## src/cubic_row_upsampler_macros.svh

```systemverilog
// Assertion macros for the cubic row upsampler.
// Included by every RTL file that carries concurrent assertions; no other dependencies.
`ifndef CUBIC_ROW_UPSAMPLER_MACROS_SVH
`define CUBIC_ROW_UPSAMPLER_MACROS_SVH
`ifndef SYNTH
// The property must hold at every clock edge outside reset.
`define CRU_ASSERT(lbl, clk, rstn, prop, msg) \
  lbl: assert property (@(posedge clk) disable iff (!rstn) prop) else $error(msg);
// The condition must never be true at a clock edge outside reset.
`define CRU_ASSERT_NEVER(lbl, clk, rstn, cond, msg) \
  lbl: assert property (@(posedge clk) disable iff (!rstn) !(cond)) else $error(msg);
`else
`define CRU_ASSERT(lbl, clk, rstn, prop, msg)
`define CRU_ASSERT_NEVER(lbl, clk, rstn, cond, msg)
`endif
`endif

```

## src/cru_pkg.sv

```systemverilog
// Shared types, constants and helper functions of the cubic row upsampler.
// No dependencies; used by the front end, the command queue, the back end and the top level.
package cru_pkg;

  localparam int DataW  = 16;
  localparam int WgtW   = 18;
  localparam int QDepth = 2;

  // One unit of work for the back end: either a segment (left sample plus
  // interpolated points) or the final sample of a row.
  typedef struct packed {
    logic                    fin;
    logic signed [DataW-1:0] p0;
    logic signed [DataW-1:0] p1;
    logic signed [DataW-1:0] p2;
    logic signed [DataW-1:0] p3;
  } cmd_t;

  // Catmull-Rom weight numerators over the denominator 2*d^3.
  function automatic longint cru_num0(input longint n, input longint d);
    return -n * d * d + 2 * n * n * d - n * n * n;
  endfunction

  function automatic longint cru_num2(input longint n, input longint d);
    return n * d * d + 4 * n * n * d - 3 * n * n * n;
  endfunction

  function automatic longint cru_num3(input longint n, input longint d);
    return -n * n * d + n * n * n;
  endfunction

  function automatic cmd_t seg_cmd(input logic signed [DataW-1:0] a,
                                   input logic signed [DataW-1:0] b,
                                   input logic signed [DataW-1:0] c,
                                   input logic signed [DataW-1:0] e);
    cmd_t r;
    r.fin = 1'b0;
    r.p0  = a;
    r.p1  = b;
    r.p2  = c;
    r.p3  = e;
    return r;
  endfunction

  // The final sample rides in p1, so identity weights pass it through unchanged.
  function automatic cmd_t fin_cmd(input logic signed [DataW-1:0] s);
    cmd_t r;
    r.fin = 1'b1;
    r.p0  = '0;
    r.p1  = s;
    r.p2  = '0;
    r.p3  = '0;
    return r;
  endfunction

endpackage

```

## src/cru_front.sv

```systemverilog
// Front end of the cubic row upsampler: sample window, row bookkeeping, command generation.
// Depends on cru_pkg and cubic_row_upsampler_macros.svh.
`include "cubic_row_upsampler_macros.svh"
module cru_front (
  input  logic                             clk_i,
  input  logic                             rst_ni,
  input  logic                             in_valid_i,
  output logic                             in_stall_o,
  input  logic signed [cru_pkg::DataW-1:0] sample_i,
  input  logic                             row_end_i,
  output logic                             push_o,
  output cru_pkg::cmd_t                    cmd_o,
  input  logic                             full_i
);
  import cru_pkg::*;

  localparam logic [1:0] FL_NONE  = 2'd0;
  localparam logic [1:0] FL_TAIL  = 2'd1;
  localparam logic [1:0] FL_FINAL = 2'd2;

  logic signed [DataW-1:0] win0_q, win0_d, win1_q, win1_d, win2_q, win2_d;
  logic signed [DataW-1:0] fin_q, fin_d;
  logic [1:0]              cnt_q, cnt_d;
  logic [1:0]              fl_q, fl_d;
  cmd_t                    pend_q, pend_d;
  logic                    accept;

  assign in_stall_o = (fl_q != FL_NONE) || full_i;
  assign accept     = in_valid_i && !in_stall_o;

  always_comb begin
    push_o = 1'b0;
    cmd_o  = '0;
    win0_d = win0_q;
    win1_d = win1_q;
    win2_d = win2_q;
    fin_d  = fin_q;
    cnt_d  = cnt_q;
    fl_d   = fl_q;
    pend_d = pend_q;
    unique case (fl_q)
      FL_TAIL: begin
        if (!full_i) begin
          push_o = 1'b1;
          cmd_o  = pend_q;
          fl_d   = FL_FINAL;
        end
      end
      FL_FINAL: begin
        if (!full_i) begin
          push_o = 1'b1;
          cmd_o  = fin_cmd(fin_q);
          fl_d   = FL_NONE;
        end
      end
      default: begin
        if (accept) begin
          case (cnt_q)
            2'd0: begin
              if (row_end_i) begin
                push_o = 1'b1;
                cmd_o  = fin_cmd(sample_i);
              end else begin
                win0_d = sample_i;
                cnt_d  = 2'd1;
              end
            end
            2'd1: begin
              if (row_end_i) begin
                push_o = 1'b1;
                cmd_o  = seg_cmd(win0_q, win0_q, sample_i, sample_i);
                fin_d  = sample_i;
                fl_d   = FL_FINAL;
                cnt_d  = 2'd0;
              end else begin
                win1_d = sample_i;
                cnt_d  = 2'd2;
              end
            end
            2'd2: begin
              push_o = 1'b1;
              cmd_o  = seg_cmd(win0_q, win0_q, win1_q, sample_i);
              if (row_end_i) begin
                pend_d = seg_cmd(win0_q, win1_q, sample_i, sample_i);
                fin_d  = sample_i;
                fl_d   = FL_TAIL;
                cnt_d  = 2'd0;
              end else begin
                win2_d = sample_i;
                cnt_d  = 2'd3;
              end
            end
            default: begin
              push_o = 1'b1;
              cmd_o  = seg_cmd(win0_q, win1_q, win2_q, sample_i);
              if (row_end_i) begin
                pend_d = seg_cmd(win1_q, win2_q, sample_i, sample_i);
                fin_d  = sample_i;
                fl_d   = FL_TAIL;
                cnt_d  = 2'd0;
              end else begin
                win0_d = win1_q;
                win1_d = win2_q;
                win2_d = sample_i;
              end
            end
          endcase
        end
      end
    endcase
  end

  always_ff @(posedge clk_i or negedge rst_ni) begin
    if (!rst_ni) begin
      cnt_q <= 2'd0;
      fl_q  <= FL_NONE;
    end else begin
      cnt_q <= cnt_d;
      fl_q  <= fl_d;
    end
  end

  always_ff @(posedge clk_i) begin
    win0_q <= win0_d;
    win1_q <= win1_d;
    win2_q <= win2_d;
    fin_q  <= fin_d;
    pend_q <= pend_d;
  end

  `CRU_ASSERT(a_row_end_clears, clk_i, rst_ni, (accept && row_end_i) |=> (cnt_q == 2'd0), "row end did not empty the window")

endmodule

```

## src/cru_queue.sv

```systemverilog
// Short command queue between the front end and the back end of the cubic row upsampler.
// Depends on cru_pkg and cubic_row_upsampler_macros.svh.
`include "cubic_row_upsampler_macros.svh"
module cru_queue (
  input  logic          clk_i,
  input  logic          rst_ni,
  input  logic          push_i,
  input  cru_pkg::cmd_t push_data_i,
  output logic          full_o,
  input  logic          pop_i,
  output cru_pkg::cmd_t pop_data_o,
  output logic          empty_o
);
  import cru_pkg::*;

  localparam int PtrW = $clog2(QDepth);
  localparam int CntW = $clog2(QDepth + 1);

  cmd_t            mem_q [QDepth];
  logic [PtrW-1:0] wr_q, rd_q;
  logic [CntW-1:0] cnt_q;

  assign full_o     = (cnt_q == CntW'(QDepth));
  assign empty_o    = (cnt_q == '0);
  assign pop_data_o = mem_q[rd_q];

  always_ff @(posedge clk_i) begin
    if (push_i) begin
      mem_q[wr_q] <= push_data_i;
    end
  end

  always_ff @(posedge clk_i or negedge rst_ni) begin
    if (!rst_ni) begin
      wr_q  <= '0;
      rd_q  <= '0;
      cnt_q <= '0;
    end else begin
      if (push_i) begin
        wr_q <= (wr_q == PtrW'(QDepth - 1)) ? '0 : wr_q + 1'b1;
      end
      if (pop_i) begin
        rd_q <= (rd_q == PtrW'(QDepth - 1)) ? '0 : rd_q + 1'b1;
      end
      if (push_i && !pop_i) begin
        cnt_q <= cnt_q + 1'b1;
      end else if (pop_i && !push_i) begin
        cnt_q <= cnt_q - 1'b1;
      end
    end
  end

  `CRU_ASSERT_NEVER(a_no_push_full, clk_i, rst_ni, push_i && full_o, "push into a full command queue")
  `CRU_ASSERT_NEVER(a_no_pop_empty, clk_i, rst_ni, pop_i && empty_o, "pop from an empty command queue")

endmodule

```

## src/cru_back.sv

```systemverilog
// Back end of the cubic row upsampler: point sequencer and pipelined Catmull-Rom datapath.
// Depends on cru_pkg and cubic_row_upsampler_macros.svh.
`include "cubic_row_upsampler_macros.svh"
module cru_back #(
  parameter int INSERTED_POINTS = 1
) (
  input  logic                             clk_i,
  input  logic                             rst_ni,
  input  logic                             empty_i,
  input  cru_pkg::cmd_t                    cmd_i,
  output logic                             pop_o,
  output logic                             out_valid_o,
  input  logic                             out_stall_i,
  output logic signed [cru_pkg::DataW-1:0] value_o,
  output logic                             last_o
);
  import cru_pkg::*;

  localparam int     NW   = INSERTED_POINTS + 1;
  localparam int     NB   = $clog2(NW);
  localparam longint D    = longint'(INSERTED_POINTS) + 1;
  localparam longint Den  = 2 * D * D * D;
  localparam int     PrdW = DataW + WgtW;
  localparam int     PrW  = PrdW + 1;
  localparam int     SumW = PrdW + 2;
  localparam int     QW   = SumW - 16;

  logic signed [WgtW-1:0] w0_tab [NW];
  logic signed [WgtW-1:0] w1_tab [NW];
  logic signed [WgtW-1:0] w2_tab [NW];
  logic signed [WgtW-1:0] w3_tab [NW];

  // Q.16 weights per point index; index 0 is the identity used for plain samples.
  for (genvar gi = 0; gi < NW; gi++) begin : g_wgt
    localparam longint N0 = cru_num0(gi, D);
    localparam longint N2 = cru_num2(gi, D);
    localparam longint N3 = cru_num3(gi, D);
    localparam longint W0 = (N0 < 0) ? -((-N0 * 65536 + Den / 2) / Den)
                                     : ((N0 * 65536 + Den / 2) / Den);
    localparam longint W2 = (N2 < 0) ? -((-N2 * 65536 + Den / 2) / Den)
                                     : ((N2 * 65536 + Den / 2) / Den);
    localparam longint W3 = (N3 < 0) ? -((-N3 * 65536 + Den / 2) / Den)
                                     : ((N3 * 65536 + Den / 2) / Den);
    localparam longint W1 = 65536 - W0 - W2 - W3;
    assign w0_tab[gi] = WgtW'(W0);
    assign w1_tab[gi] = WgtW'(W1);
    assign w2_tab[gi] = WgtW'(W2);
    assign w3_tab[gi] = WgtW'(W3);
  end

  // Sequencer state.
  cmd_t          cur_q;
  logic          busy_q;
  logic [NB-1:0] n_q;
  logic          adv, issue, last_op, load;

  // Pipeline registers.
  logic                    s1_valid_q, s1_last_q;
  logic signed [DataW-1:0] s1_p0_q, s1_p1_q, s1_p2_q, s1_p3_q;
  logic signed [WgtW-1:0]  s1_w0_q, s1_w1_q, s1_w2_q, s1_w3_q;
  logic                    s2_valid_q, s2_last_q;
  logic signed [PrdW-1:0]  s2_m0_q, s2_m1_q, s2_m2_q, s2_m3_q;
  logic                    s3_valid_q, s3_last_q;
  logic signed [PrW-1:0]   s3_a_q, s3_b_q;
  logic                    out_valid_q, out_last_q;
  logic signed [DataW-1:0] out_value_q;

  logic signed [SumW-1:0]  sum;
  logic                    corr;
  logic signed [QW:0]      trunc;
  logic signed [DataW-1:0] sat;

  assign adv     = !out_valid_q || !out_stall_i;
  assign issue   = busy_q && adv;
  assign last_op = cur_q.fin || (n_q == NB'(INSERTED_POINTS));
  assign load    = !empty_i && (!busy_q || (issue && last_op));
  assign pop_o   = load;

  always_ff @(posedge clk_i or negedge rst_ni) begin
    if (!rst_ni) begin
      busy_q <= 1'b0;
      n_q    <= '0;
    end else if (load) begin
      busy_q <= 1'b1;
      n_q    <= '0;
    end else if (issue && last_op) begin
      busy_q <= 1'b0;
    end else if (issue) begin
      n_q <= n_q + 1'b1;
    end
  end

  always_ff @(posedge clk_i) begin
    if (load) begin
      cur_q <= cmd_i;
    end
  end

  always_ff @(posedge clk_i or negedge rst_ni) begin
    if (!rst_ni) begin
      s1_valid_q  <= 1'b0;
      s2_valid_q  <= 1'b0;
      s3_valid_q  <= 1'b0;
      out_valid_q <= 1'b0;
    end else if (adv) begin
      s1_valid_q  <= issue;
      s2_valid_q  <= s1_valid_q;
      s3_valid_q  <= s2_valid_q;
      out_valid_q <= s3_valid_q;
    end
  end

  // Truncate toward zero, then clamp to the 16-bit range.
  always_comb begin
    sum   = SumW'(s3_a_q) + SumW'(s3_b_q);
    corr  = sum[SumW-1] && (sum[15:0] != '0);
    trunc = (QW + 1)'($signed(sum[SumW-1:16])) + $signed({{QW{1'b0}}, corr});
    if (trunc > (QW + 1)'(32767)) begin
      sat = 16'sh7fff;
    end else if (trunc < -(QW + 1)'(32768)) begin
      sat = 16'sh8000;
    end else begin
      sat = trunc[DataW-1:0];
    end
  end

  always_ff @(posedge clk_i) begin
    if (adv) begin
      s1_last_q   <= cur_q.fin;
      s1_p0_q     <= cur_q.p0;
      s1_p1_q     <= cur_q.p1;
      s1_p2_q     <= cur_q.p2;
      s1_p3_q     <= cur_q.p3;
      s1_w0_q     <= w0_tab[n_q];
      s1_w1_q     <= w1_tab[n_q];
      s1_w2_q     <= w2_tab[n_q];
      s1_w3_q     <= w3_tab[n_q];
      s2_last_q   <= s1_last_q;
      s2_m0_q     <= s1_w0_q * s1_p0_q;
      s2_m1_q     <= s1_w1_q * s1_p1_q;
      s2_m2_q     <= s1_w2_q * s1_p2_q;
      s2_m3_q     <= s1_w3_q * s1_p3_q;
      s3_last_q   <= s2_last_q;
      s3_a_q      <= PrW'(s2_m0_q) + PrW'(s2_m1_q);
      s3_b_q      <= PrW'(s2_m2_q) + PrW'(s2_m3_q);
      out_last_q  <= s3_last_q;
      out_value_q <= sat;
    end
  end

  assign out_valid_o = out_valid_q;
  assign value_o     = out_value_q;
  assign last_o      = out_last_q;

  `CRU_ASSERT(a_final_identity, clk_i, rst_ni, (issue && cur_q.fin) |-> (n_q == '0), "final sample issued with interpolation weights")
  `CRU_ASSERT_NEVER(a_index_range, clk_i, rst_ni, busy_q && (n_q > NB'(INSERTED_POINTS)), "point index beyond the inserted count")

endmodule

```

## src/cubic_row_upsampler.sv

```systemverilog
// Top level of the cubic row upsampler: front end, command queue and back end.
// Depends on cru_pkg, cru_front, cru_queue, cru_back and cubic_row_upsampler_macros.svh.
//
// Catmull-Rom row upsampler. Height samples of one row arrive one per input
// transaction; for every segment the block sends out the left sample followed
// by INSERTED_POINTS interpolated values, clamping the missing neighbor at
// either end of the row to the end sample, and on row_end it flushes the open
// segments and the final sample with last set. Interpolated values use Q.16
// weights, are truncated toward zero and saturate to 16 bits. The back end
// produces one output transaction per clock while the output is not stalled,
// through a single four-tap multiply-add pipeline, and it loads the next
// command as it issues the last point of the current one. The first two
// samples of a row, unless the second ends the row, and a lone row-end sample
// produce no segment. A row-end sample yields up to three commands, which the
// front end hands over one after another, holding the input until the last
// one is pushed; together they give up to 2*INSERTED_POINTS+3 outputs. An
// accepted sample's commands pass through the queue, the sequencer's command
// register and the s1, s2, s3 and output registers on the way out. A two-entry
// queue between the front and back ends lets the input keep moving while the
// datapath or the output register is stalled; a waiting result in the output
// register does not stop the input side until that queue fills.
module cubic_row_upsampler #(
  parameter int INSERTED_POINTS = 1
) (
  input  logic                             clk_i,
  input  logic                             rst_ni,
  input  logic                             in_valid_i,
  output logic                             in_stall_o,
  input  logic signed [cru_pkg::DataW-1:0] sample_i,
  input  logic                             row_end_i,
  output logic                             out_valid_o,
  input  logic                             out_stall_i,
  output logic signed [cru_pkg::DataW-1:0] value_o,
  output logic                             last_o
);
  import cru_pkg::*;

  // Front to queue.
  logic push, full;
  cmd_t push_cmd;

  // Queue to back end.
  logic pop, empty;
  cmd_t pop_cmd;

  // The front end owns the three-sample window and turns the samples into
  // segment and final-sample commands.
  cru_front u_front (
    .clk_i      (clk_i),
    .rst_ni     (rst_ni),
    .in_valid_i (in_valid_i),
    .in_stall_o (in_stall_o),
    .sample_i   (sample_i),
    .row_end_i  (row_end_i),
    .push_o     (push),
    .cmd_o      (push_cmd),
    .full_i     (full)
  );

  cru_queue u_queue (
    .clk_i       (clk_i),
    .rst_ni      (rst_ni),
    .push_i      (push),
    .push_data_i (push_cmd),
    .full_o      (full),
    .pop_i       (pop),
    .pop_data_o  (pop_cmd),
    .empty_o     (empty)
  );

  // The back end walks each command point by point and owns the output register.
  cru_back #(
    .INSERTED_POINTS (INSERTED_POINTS)
  ) u_back (
    .clk_i       (clk_i),
    .rst_ni      (rst_ni),
    .empty_i     (empty),
    .cmd_i       (pop_cmd),
    .pop_o       (pop),
    .out_valid_o (out_valid_o),
    .out_stall_i (out_stall_i),
    .value_o     (value_o),
    .last_o      (last_o)
  );

endmodule

```

## config.mk

```make
export PLATFORM = sky130hd
export DESIGN_NAME = cubic_row_upsampler
export DESIGN_NICKNAME = d
export VERILOG_FILES = /design/src/cru_pkg.sv /design/src/cru_front.sv /design/src/cru_queue.sv /design/src/cru_back.sv /design/src/cubic_row_upsampler.sv
export VERILOG_INCLUDE_DIRS = /design/src /design/src/src
export SDC_FILE = /design/constraint.sdc
export NUM_CORES = 1
export LEC_CHECK = 0
export BUFFER_PORTS_ARGS = -buffer_cell sky130_fd_sc_hd__buf_2
export CAP_MARGIN = 20
export CELL_PAD_IN_SITES_DETAIL_PLACEMENT = 1
export CELL_PAD_IN_SITES_GLOBAL_PLACEMENT = 2
export CORE_MARGIN = 5
export CORE_UTILIZATION = 49
export DETAILED_ROUTE_END_ITERATION = 10
export PLACE_DENSITY_LB_ADDON = 0.1
export RECOVER_POWER = 25
export SLEW_MARGIN = 10
export SYNTH_ARGS = -nofsm -noshare
export SYNTH_HDL_FRONTEND = slang
export SYNTH_SLANG_ARGS = --single-unit
```

## constraint.sdc

```tcl
create_clock -name clk_i -period 14.2 [get_ports clk_i]
set_clock_uncertainty 0.1 [all_clocks]
set_input_delay 2.84 -clock clk_i [delete_from_list [all_inputs] [get_ports clk_i]]
set_output_delay 2.84 -clock clk_i [all_outputs]
set_load 0.02 [all_outputs]
```

# Yosys cells after proc, flatten, opt, wreduce, memory -nomap -nowiden
# Memory sizes are Yosys's and may differ from the RTL's. A register that Yosys moved wholly into a read port is not among the register bits.
# Index checks and enable logic that the tools add are counted.
# totals
register_bits	487
mem_bits_rw	130
out_inout_bits	19
mem_count	1
# op_classes
n_addsub	9
mul	4
magnitude_cmp	3
eq_ne	10
muxes	53
bitwise	7
reduce_logical	40
# memory_table
name	words	word_bits	read_ports	rd_clocked_by_memory_dff	wr	line	rtl
u_queue.mem_q	2	65	1	1	1	cru_queue.sv:19	cmd_t mem_q [QDepth];
# ops
cell	n
$mux W65	6
$pmux W65 S2	2
$pmux W65 S3	1
$mul A18 B16 Y34	4
$mux W18	7
$mux W16	5
$add A34 B34 Y35	2
$mux W64	1
$pmux W16 S2	2
$add A35 B35 Y36	1
$reduce_and A4 Y1	6
$mux W2	11
$add A20 B2 Y21	1
$gt A21 B16 Y1 const B	1
$lt A21 B16 Y1 const B	1
$mux W17	1
$reduce_bool A16 Y1	1
$mux W1	14
$ne A2 B2 Y1 const B	4
$pmux W2 S2	2
$reduce_bool A2 Y1	4
$reduce_or A2 Y1	4
$logic_and A1 B1 Y1	7
$logic_not A1 Y1	7
16 further kinds	31

# Depth between registers and ports, before layout
# Gate-level depths: netlist of the first run.
# logic_depth
ltp_word	10
ltp_mapped	24
mapped_depth_nobuf	23

# Hierarchy
# From an unflattened synthesis of the first run, not the netlist that was laid out.
# unflattened
cells_unflattened	2728
area_unflattened_um2	34873.4
# by_module_without_submodules
module	n_inst	cells_per_inst	area_each_um2	seq_area_each_um2
cru_back	1	2091	23953.0	8708.4
cru_front	1	419	5881.9	3463.3
cru_queue	1	218	5038.6	4003.8

# Least setup slack after synthesis of the first run
# OpenSTA, ideal clock, no wires.
# synth_path
kind	in2reg
startpoint	input port out_stall_i
endpoint	register u_back.s2_valid_q
arrival_ns	8.068
required_time_ns	14.012
slack_ns	5.944
path_stages	3
n_path_buf	0
path_cell_list	and2_1 -> inv_1 -> mux2_2
# synth_via
elab_chain_cells	2
# synth_lines
item	line	rtl
start, declared	cubic_row_upsampler.sv:32	input logic out_stall_i,
$logic_not A1 Y1	cru_back.sv:73	assign adv = !out_valid_q || !out_stall_i;
$logic_or A1 B1 Y1	cru_back.sv:73	
named net u_back.adv	cru_back.sv:55	logic adv, issue, last_op, load;
end signal, assigned	cru_back.sv:107	s2_valid_q <= s1_valid_q;
end, declared	cru_back.sv:61	logic s2_valid_q, s2_last_q;
# The timed path passes the listed nets, and every way through them passes these cells.
# A chain may end at the register's enable or synchronous reset.

==> impl_metrics.tcl, run 1 <==
set metrics [dict create \
    fmax_mhz 116 \
    cp_top_family "adder cells" \
    path_class "reg2reg" \
    drive_above_1_share_pct 10.4 \
    cp_common_cell "fa_1" \
    dp_hpwl_um 57400 \
    multi_input_area_sq_mm 0.0167 \
    wl_per_cell_um 20.3 \
    slew_headroom_pct -114 \
    fin_crit_sh_pct 60.9 \
    synth_seq_cells 541 \
    synthesis.area_sq_mm 0.0345 \
    rows 97 \
    start_kind "register" \
    grt_pass1_wl_um 125000 \
    syn_to_final_growth_pct 9.45 \
    drt_wl_total_um 76900 \
    dieHeight_um 275 \
    cp.required_ps 14490 \
    critPathSlowestCell "clkbuf_1" \
    core_area_sq_mm 0.0699 \
    cts_tree "yes" \
    ctsResizeCount 0 \
    start_util_pct 49.3 \
    status "finished with violations" \
    drv_slew 174 \
    clockRootBuffer "clkbuf_16" \
    grt_overflow 0 \
    path_clk_slew_ps 60 \
    cts_setup_buffers 0 \
    setup_viol 0 \
    synthCells 2746 \
    regArea_sq_mm 0.0162 \
    hold_viol_final 0 \
    endpoint_kind "register" \
    max_stage_delay_ps 1790 \
    antennaDiodeCount 0 \
    min_path_type "reg2reg" \
    min_period_ps 8650 \
    rsz0062_at_grt "false" \
    vias 20468 \
    cts_buffers 61 \
    drv_cap 3 \
    numClockSinks 541 \
    h-tree-depth 2 \
    ioPinCount 40 \
    setup_tns_ps 0 \
    fillers 7080 \
    async_flop_share_pct 2.59 \
    ys_seq_area_share_pct 46.9 \
    violations "max-capacitance violations, max-slew violations" \
    drc 0 \
    yosys_warnings 0 \
    synthFlopType "edfxtp_1" \
    nets 3376 \
    die_area_sq_mm 0.0758 \
    clk_latency_ps 650 \
    grt_max_degree 88 \
    dieWidth_um 275 \
    clockBufferDepth 3 \
    syn_nets 3325 \
    worst_pin_slew_ps 3200 \
    grt_pass1_vias 22620 \
    viasPerCell 5.40 \
    drt_first_pass_iters 5 \
    synth_edf_count 527 \
    ctsHoldBuffers 0 \
    ant_nets 0 \
    crit_fanout 64 \
    path_buf_inv 6 \
    gp_congestion 0.817 \
    grtUsageTotal_pct 20.8 \
    path_cells "clkbuf_1 -> nand2_1 -> fa_1 -> inv_1 -> fa_1 -> inv_1 -> fa_1 -> inv_1 -> fa_1 -> fa_1 -> inv_1 -> fa_1 -> inv_1 -> ha_1 -> and3_1 -> a31oi_1 -> a211oi_1 -> a41o_1 -> o21ai_0 -> nand2b_1 -> a21oi_1 -> xnor2_1" \
    critPathArrivalTime_ps 8940 \
    synth_cell_type_count 89 \
    io_buffers 39 \
    syn_area_per_cell_sq_um 12.6 \
    grt_antenna_before_repair 3 \
    drt_iter0_drc 1000 \
]
-- metal layers --
layer  up-vias  track usage (%)  routed length, um
met5         -                0                 13
li1       9832                -                  -
met2       289             36.1              38300
met1     10232             27.3              33700
met4         2             6.47               2420
met3       113             2.83               2410
-- synth_stat cells, types with 15 or more instances --
| library cell | n | share of area (%) |
|---|---|---|
| mux2_2 | 132 | 4.3 |
| nand2_1 | 113 | 1.2 |
| xor2_1 | 28 | 0.71 |
| inv_1 | 372 | 4.0 |
| xnor2_1 | 98 | 2.5 |
| ha_1 | 368 | 13 |
| nand2b_1 | 17 | 0.31 |
| nor2b_1 | 23 | 0.42 |
| a21oi_2 | 15 | 0.38 |
| and3_1 | 19 | 0.34 |
| and2_1 | 69 | 1.3 |
| nor3_1 | 31 | 0.45 |
| a22oi_1 | 49 | 1.1 |
| o21ai_0 | 84 | 1.2 |
| a21oi_1 | 116 | 1.7 |
| edfxtp_1 | 527 | 46 |
| o21a_1 | 17 | 0.37 |
| a22o_1 | 16 | 0.41 |
| clkbuf_1 | 53 | 0.58 |
| a21o_1 | 42 | 0.91 |
| fa_1 | 190 | 11 |
| nor2_1 | 129 | 1.4 |
| nand3_1 | 42 | 0.61 |
-- sequential cells by signal, summed over array words and instances (netlist names), 16 cells and up --
| signal | cells |
|---|---|
| u_queue.mem_q | 130 |
| u_back.s3_b_q | 23 |
| u_front.win2_q | 16 |
| u_back.cur_q | 65 |
| u_back.s2_m1_q | 22 |
| u_back.s2_m2_q | 22 |
| u_back.s1_p1_q | 16 |
| u_back.s1_p0_q | 16 |
| u_front.fin_q | 16 |
| u_back.s1_p2_q | 16 |
| u_front.pend_q | 48 |
| u_back.s2_m3_q | 22 |
| u_front.win0_q | 16 |
| u_back.s2_m0_q | 22 |
| u_back.value_o | 16 |
| u_back.s3_a_q | 23 |
| u_back.s1_p3_q | 16 |
| u_front.win1_q | 16 |
-- cells in the final DEF, fill, tap and decap left out, drive strengths merged, types with 5 or more instances in the layout --
cell type / n
o41ai: 5
o211ai: 9
xnor2: 100
or2: 10
nand2: 113
a41o: 5
a21oi: 132
bufinv: 7
nand3: 44
and2: 69
a21o: 42
nand2b: 17
mux2: 132
or3: 13
and3: 19
o21ai: 89
nor2b: 23
nor4: 9
inv: 375
nand4: 9
fa: 190
ha: 368
o21bai: 12
a22o: 16
clkbuf: 88
nor2: 129
a31oi: 10
o21a: 17
a211oi: 13
edfxtp: 527
buf: 37
clkinv: 36
dfrtp: 14
xor2: 29
nor3: 33
a22oi: 49
-- stage by stage --
step           hold slack (ps)  utilization (%)  setup slack (ps)  instances  area, sq um
2_1_floorplan              300                -              5940       2746        34500
6_report                   317             54.0              5550       3788        37700
4_1_cts                    319             54.0              7000       3788        37800
3_3_place_gp               301             51.2              7250       3674        35800
5_1_grt                    325             54.0              4820       3788        37700
3_5_place_dp               305             51.2              7030       3674        35800
-- area by class of cell --
| cell class | instances | area share, % |
|---|---|---|
| sequential | 541 | 42.9 |
| multi-input combinational | 1764 | 44.2 |
| inverter | 372 | 3.72 |
| clock buffer | 68 | 4.11 |
| timing repair buffer | 57 | 0.789 |
| clock inverter | 46 | 1.23 |
| tap | 940 | 3.12 |
-- worst reg2reg max path, stage by stage (launching register included) --
cell,delay [ps]
edfxtp_1,330
clkbuf_1,1790
nand2_1,450
fa_1,750
inv_1,130
fa_1,590
inv_1,170
fa_1,570
inv_1,90
fa_1,480
fa_1,520
inv_1,60
fa_1,530
inv_1,40
ha_1,370
and3_1,210
a31oi_1,270
a211oi_1,150
a41o_1,280
o21ai_0,160
nand2b_1,80
a21oi_1,190
xnor2_1,90
-- cell families after synthesis --
group / after synthesis / synth area share [%]
flops: 541 / 46.9
fa+ha+maj: 558 / 24.4
buf+inv: 441 / 4.94
xor+xnor: 129 / 3.34
simple gates: 502 / 7.34
mux: 135 / 4.40
compound gates: 440 / 8.70
-- final timing paths --
kind,from,endpoint,slack [ps],depth (start not counted)
max,u_back.s1_w3_q[16],u_back.s2_m0_q[32],5550,22
min,u_back.cur_q[14],u_back.s1_p3_q[14],320,0
max reg2reg,u_back.s1_w3_q[16],u_back.s2_m0_q[32],5550,22
min reg2reg,u_back.cur_q[14],u_back.s1_p3_q[14],320,0
max in group asynchronous,rst_ni,u_queue.cnt_q[0],11230,1
min in group asynchronous,rst_ni,u_front.cnt_q[1],2190,1
Power of run 1 is not shown: default switching activity piles up to over one toggle a cycle in this logic, so the estimate is an artifact.
==> run 2, diff against run 1 <==
--- a/config.mk
+++ b/config.mk
@@ -11,7 +11,7 @@
 export CELL_PAD_IN_SITES_DETAIL_PLACEMENT = 1
 export CELL_PAD_IN_SITES_GLOBAL_PLACEMENT = 2
 export CORE_MARGIN = 5
-export CORE_UTILIZATION = 49
+export CORE_UTILIZATION = 41
 export DETAILED_ROUTE_END_ITERATION = 10
 export PLACE_DENSITY_LB_ADDON = 0.1
 export RECOVER_POWER = 25
==> constraint.sdc (replaced) <==
create_clock -name clk_i -period 7.9 [get_ports clk_i]
set_clock_uncertainty 0.1 [all_clocks]
set_input_delay 1.58 -clock clk_i [delete_from_list [all_inputs] [get_ports clk_i]]
set_output_delay 1.58 -clock clk_i [all_outputs]
set_load 0.02 [all_outputs]
==> run 2 against run 1 <==
The run still ends with max-capacitance violations, max-slew violations left; utilization down 8.6 points; first-iteration DRC count down 22%; global-route usage down 3.4 points; via count down 0.24%; critical path depth down 1; maximum frequency up 23%; flip-flop and latch count unchanged; wire length up 1.3%; final cell count up 3.7%; die area up 19%; final area up 0.56%; critical path type unchanged; critical endpoint unchanged; largest cell class unchanged; highest routed layer is now met4.
==> impl_metrics.tcl, run 2 (same netlist as run 1, synthesis figures left out) <==
set metrics [dict create \
    cp.required_ps 8150 \
    gp_congestion 0.801 \
    syn_to_final_growth_pct 10.1 \
    fmax_mhz 142 \
    drt_first_pass_iters 4 \
    clk_latency_ps 660 \
    slew_headroom_pct -173 \
    r2r-start "u_back.s1_w3_q[16]" \
    cts_buffers 60 \
    drv_cap 5 \
    final_common_cell "edfxtp_1" \
    core_area_sq_mm 0.0836 \
    hold_slack_ps 308 \
    drv_slew 259 \
    violations "max-capacitance violations, max-slew violations" \
    start_kind "register" \
    regMostFlops "u_queue.mem_q" \
    numClockSinks 541 \
    dieWidth_um 300 \
    largest_reg_flops 130 \
    status "finished with violations" \
    fin_crit_sh_pct 88.9 \
    min_period_ps 7020 \
    drt_iter0_drc 780 \
    final_cell_mix "edfxtp_1, inv_1, ha_1, fa_1, nor2_1" \
    grt_pass1_wl_um 126000 \
    vias 20419 \
    rows 106 \
    viasPerCell 5.20 \
    biggestRegsByFlops "u_queue.mem_q: 130 flops, u_back.cur_q: 65 flops, u_front.pend_q: 48 flops" \
    io_buffers 39 \
    die_area_sq_mm 0.0900 \
    setup_tns_ps 0 \
    nets 3377 \
    h-tree-depth 2 \
    grt_max_degree 90 \
    cts_tree "yes" \
    rsz0062_at_grt "false" \
    grtUsageTotal_pct 17.4 \
    ioPinCount 40 \
    grt_antenna_before_repair 1 \
    drt_wl_total_um 77900 \
    grt_pass1_vias 22401 \
    antennaDiodeCount 0 \
    dp_hpwl_um 59000 \
    hold_start "u_back.cur_q[25]" \
    drive_above_1_share_pct 10.8 \
    critPathArrivalTime_ps 7270 \
    path_class "reg2reg" \
    hold_viol_final 0 \
    fin_util_pct 45.4 \
    setup_viol 0 \
    ctsResizeCount 0 \
    min_path_type "reg2reg" \
    grt_overflow 0 \
    path_clk_slew_ps 60 \
    ctsHoldBuffers 0 \
    clockBufferDepth 3 \
    dieHeight_um 300 \
    ant_nets 0 \
    start_util_pct 41.3 \
    cts_setup_buffers 0 \
    cp-startpoint "u_back.s1_w3_q[16]" \
    drc 0 \
    wl_per_cell_um 19.8 \
    worst_pin_slew_ps 4100 \
    clockRootBuffer "clkbuf_16" \
    crit_fanout 27 \
    endpoint_kind "register" \
]
==> run 2: area by class of cell <==
cell class,count,area (sq um)
Tap cell,1080,1350
Clock buffer,65,1520
Multi-Input combinational cell,1764,16700
Sequential cell,541,16200
Clock inverter,48,520
Fill cell,8654,45600
Inverter,372,1400
Timing Repair Buffer,59,317
==> run 2: critical path, stage by stage, from the launching register on <==
cell	delay (ps)
edfxtp_1	700
buf_4	350
and2_1	240
fa_1	480
fa_1	620
inv_1	160
fa_1	550
inv_1	80
fa_1	520
fa_1	550
inv_1	50
fa_1	530
inv_1	40
ha_1	350
and3_1	190
a31oi_1	300
a211oi_1	150
a41o_1	270
o21ai_0	140
nand2b_1	70
a21oi_1	180
xnor2_1	90
==> run 2: final timing paths <==
kind,endpoint,slack (ps),depth (start not counted)
max,u_back.s2_m0_q[32],880,21
min,u_back.s1_p2_q[9],310,0
max reg2reg,u_back.s2_m0_q[32],880,21
min reg2reg,u_back.s1_p2_q[9],310,0
max in group asynchronous,u_queue.rd_q,6200,1
min in group asynchronous,u_front.cnt_q[0],920,1
==> run 2: through the flow <==
step,worst slack [ps],cell area [sq um],instances
2_1_floorplan,904,34500,2746
3_3_place_gp,975,36000,3815
3_5_place_dp,813,36000,3816
4_1_cts,770,38000,3929
5_1_grt,398,38000,3929
6_report,881,38000,3929
==> run 2: metal layers <==
layer	share of wire, %	vias to the layer above	track usage [%]
met4	2.7	0	4.76
met2	48	243	29.8
met1	46	10247	23.6
met5	0	-	0
li1	-	9826	-
met3	2.7	103	2.15
Power of run 2 is left out for the same reason.
==> run 3, diff against run 2 <==
--- a/config.mk
+++ b/config.mk
@@ -11,7 +11,7 @@
 export CELL_PAD_IN_SITES_DETAIL_PLACEMENT = 1
 export CELL_PAD_IN_SITES_GLOBAL_PLACEMENT = 2
 export CORE_MARGIN = 5
-export CORE_UTILIZATION = 41
+export CORE_UTILIZATION = 49
 export DETAILED_ROUTE_END_ITERATION = 10
 export PLACE_DENSITY_LB_ADDON = 0.1
 export RECOVER_POWER = 25
==> constraint.sdc (replaced) <==
create_clock -name clk_i -period 8.7 [get_ports clk_i]
set_clock_uncertainty 0.1 [all_clocks]
set_input_delay 1.74 -clock clk_i [delete_from_list [all_inputs] [get_ports clk_i]]
set_output_delay 1.74 -clock clk_i [all_outputs]
set_load 0.02 [all_outputs]
==> run 3 against run 2 <==
Sequential share of layout area grew 0.16 points; die area shrank 16%; register-to-register slack gained 510 ps; wire length shrank 3.6%; worst setup slack gained 510 ps; critical path depth grew 1; global-route usage grew 2.8 points; count of clock-buffer cells in the layout grew 9; the run still ends with max-capacitance violations, max-slew violations left.
==> impl_metrics.tcl, run 3 (same netlist as run 1, synthesis figures left out) <==
set metrics [dict create \
    crit_fanout 25 \
    grtUsageTotal_pct 20.2 \
    status "finished with violations" \
    path_class "reg2reg" \
    use_met3_pct 2.82 \
    ctsResizeCount 0 \
    clockRootBuffer "clkbuf_16" \
    r2r-end "u_back.s2_m0_q[32]" \
    numClockSinks 541 \
    met2_usage_pct 34.7 \
    min_path_type "reg2reg" \
    max_stage_delay_ps 850 \
    grt_pass1_vias 22344 \
    busiest_layer "met2" \
    setup_tns_ps 0 \
    min_period_ps 7310 \
    gp_congestion 0.810 \
    grt_overflow 0 \
    grt_antenna_before_repair 7 \
    critPathArrivalTime_ps 7570 \
    use_met1_pct 27.1 \
    fin_cells 3787 \
    path_buf_inv 6 \
    ant_nets 0 \
    drc 0 \
    violations "max-capacitance violations, max-slew violations" \
    cts_setup_buffers 0 \
    fmax_mhz 137 \
    grt_pass1_wl_um 122000 \
    grt_max_degree 149 \
    fin_crit_sh_pct 84.0 \
    reg2regPathDepth 22 \
    cp.depth 22 \
    viasPerCell 5.38 \
    io_buffers 39 \
    path_clk_slew_ps 60 \
    cp.required_ps 8960 \
    nets 3374 \
    die_area_sq_mm 0.0758 \
    h-tree-depth 2 \
    path_cells "buf_4 -> nand2_1 -> fa_1 -> inv_1 -> fa_1 -> inv_1 -> fa_1 -> inv_1 -> fa_1 -> fa_1 -> inv_1 -> fa_1 -> inv_1 -> ha_1 -> and3_1 -> a31oi_1 -> a211oi_1 -> a41o_1 -> o21ai_0 -> nand2b_1 -> a21oi_1 -> xnor2_1" \
    worst_pin_slew_ps 3530 \
    slew_headroom_pct -135 \
    drt_iter0_drc 909 \
    cp-endpoint "u_back.s2_m0_q[32]" \
    final_common_cell "edfxtp_1" \
    ioPinCount 40 \
    drive_above_1_share_pct 10.7 \
    drt_first_pass_iters 7 \
    drv_cap 2 \
    regMostFlops "u_queue.mem_q" \
    largest_reg_flops 130 \
    dieWidth_um 275 \
    clockBufferDepth 3 \
    cp_common_cell "fa_1" \
    setup_viol 0 \
    final_cell_mix "edfxtp_1, inv_1, ha_1, fa_1, nor2_1" \
    critPathSlowestCell "edfxtp_1" \
    r2r-start "u_back.s1_w3_q[16]" \
    placed_area_sq_mm 0.0358 \
    vias 20387 \
    wl_per_cell_um 19.8 \
    clk_latency_ps 640 \
    start_kind "register" \
    dp_cells 3673 \
    biggestRegsByFlops "u_queue.mem_q: 130 flops, u_back.cur_q: 65 flops, u_front.pend_q: 48 flops" \
    dp_hpwl_um 56600 \
    cp_top_family "adder cells" \
    fillers 7139 \
    core_area_sq_mm 0.0699 \
    ctsHoldBuffers 0 \
    drt_wl_total_um 75100 \
    design_area_sq_mm 0.0378 \
    start_util_pct 49.3 \
    cp-startpoint "u_back.s1_w3_q[16]" \
    hold_viol_final 0 \
    reg2reg_slack_ps 1390 \
    syn_to_final_growth_pct 9.64 \
    rows 97 \
    cts_buffers 60 \
    endpoint_kind "register" \
    cts_tree "yes" \
    dieHeight_um 275 \
    rsz0062_at_grt "false" \
    drv_slew 115 \
]
-- run 3: changes by cell type in the layout (fill, tap and decap cells not counted), moves of 2 or more --
cell	change
mux2_2	+3
clkbuf_1	+5
buf_4	-2
clkbuf_8	+3
mux2_1	-3
clkinv_1	-4
diode_2	+2
clkinv_2	-5
-- run 3: worst register-to-register path, stage by stage, from the launching register on --
cell and delay (ps):
edfxtp_1 850, buf_4 390, nand2_1 160, fa_1 620
inv_1 130, fa_1 570, inv_1 160, fa_1 560
inv_1 80, fa_1 500, fa_1 540, inv_1 50
fa_1 520, inv_1 40, ha_1 350, and3_1 190
a31oi_1 290, a211oi_1 160, a41o_1 280, o21ai_0 170
nand2b_1 70, a21oi_1 170, xnor2_1 80
-- run 3: metal layers --
layer | share of wire [%] | wire [um]
met5 | 0.048 | 36
met4 | 2.8 | 2140
met3 | 3.4 | 2540
met2 | 49 | 37200
met1 | 44 | 33200
-- run 3: final cells by class --
| type | instances | area, sq um | share of cell area (%) |
|---|---|---|---|
| inverter | 372 | 1400 | 3.71 |
| timing repair buffer | 56 | 303 | 0.801 |
| clock inverter | 38 | 488 | 1.29 |
| clock buffer | 74 | 1580 | 4.19 |
| sequential | 541 | 16200 | 42.8 |
| multi-input combinational | 1764 | 16700 | 44.1 |
| antenna | 2 | 5.00 | 0.0132 |
| tap | 940 | 1180 | 3.11 |
-- run 3: worst min path at each step --
stage                                 from            endpoint  slack, ps  cells past startpoint
after global placement    u_back.cur_q[35]   u_back.s1_p1_q[3]        300                      0
after CTS                 u_back.cur_q[58]  u_back.s1_p0_q[10]        320                      0
after floorplan           u_back.s3_last_q       u_back.last_o        300                      0
final                     u_back.cur_q[58]  u_back.s1_p0_q[10]        310                      0
after global routing      u_back.cur_q[44]  u_back.s1_p1_q[12]        320                      0
after detailed placement  u_back.cur_q[51]   u_back.s1_p0_q[3]        310                      0
-- run 3: per-stage QoR --
step / hold slack [ps] / setup WS (ps) / utilization, %
after detailed placement: 306 / 1350 / 51.2
after global placement: 303 / 1560 / 51.2
final: 314 / 1390 / 54.1
after CTS: 316 / 1330 / 54.1
after floorplan: 300 / 1540 / -
after global routing: 324 / 920 / 54.1
Power of run 3 is left out for the same reason.
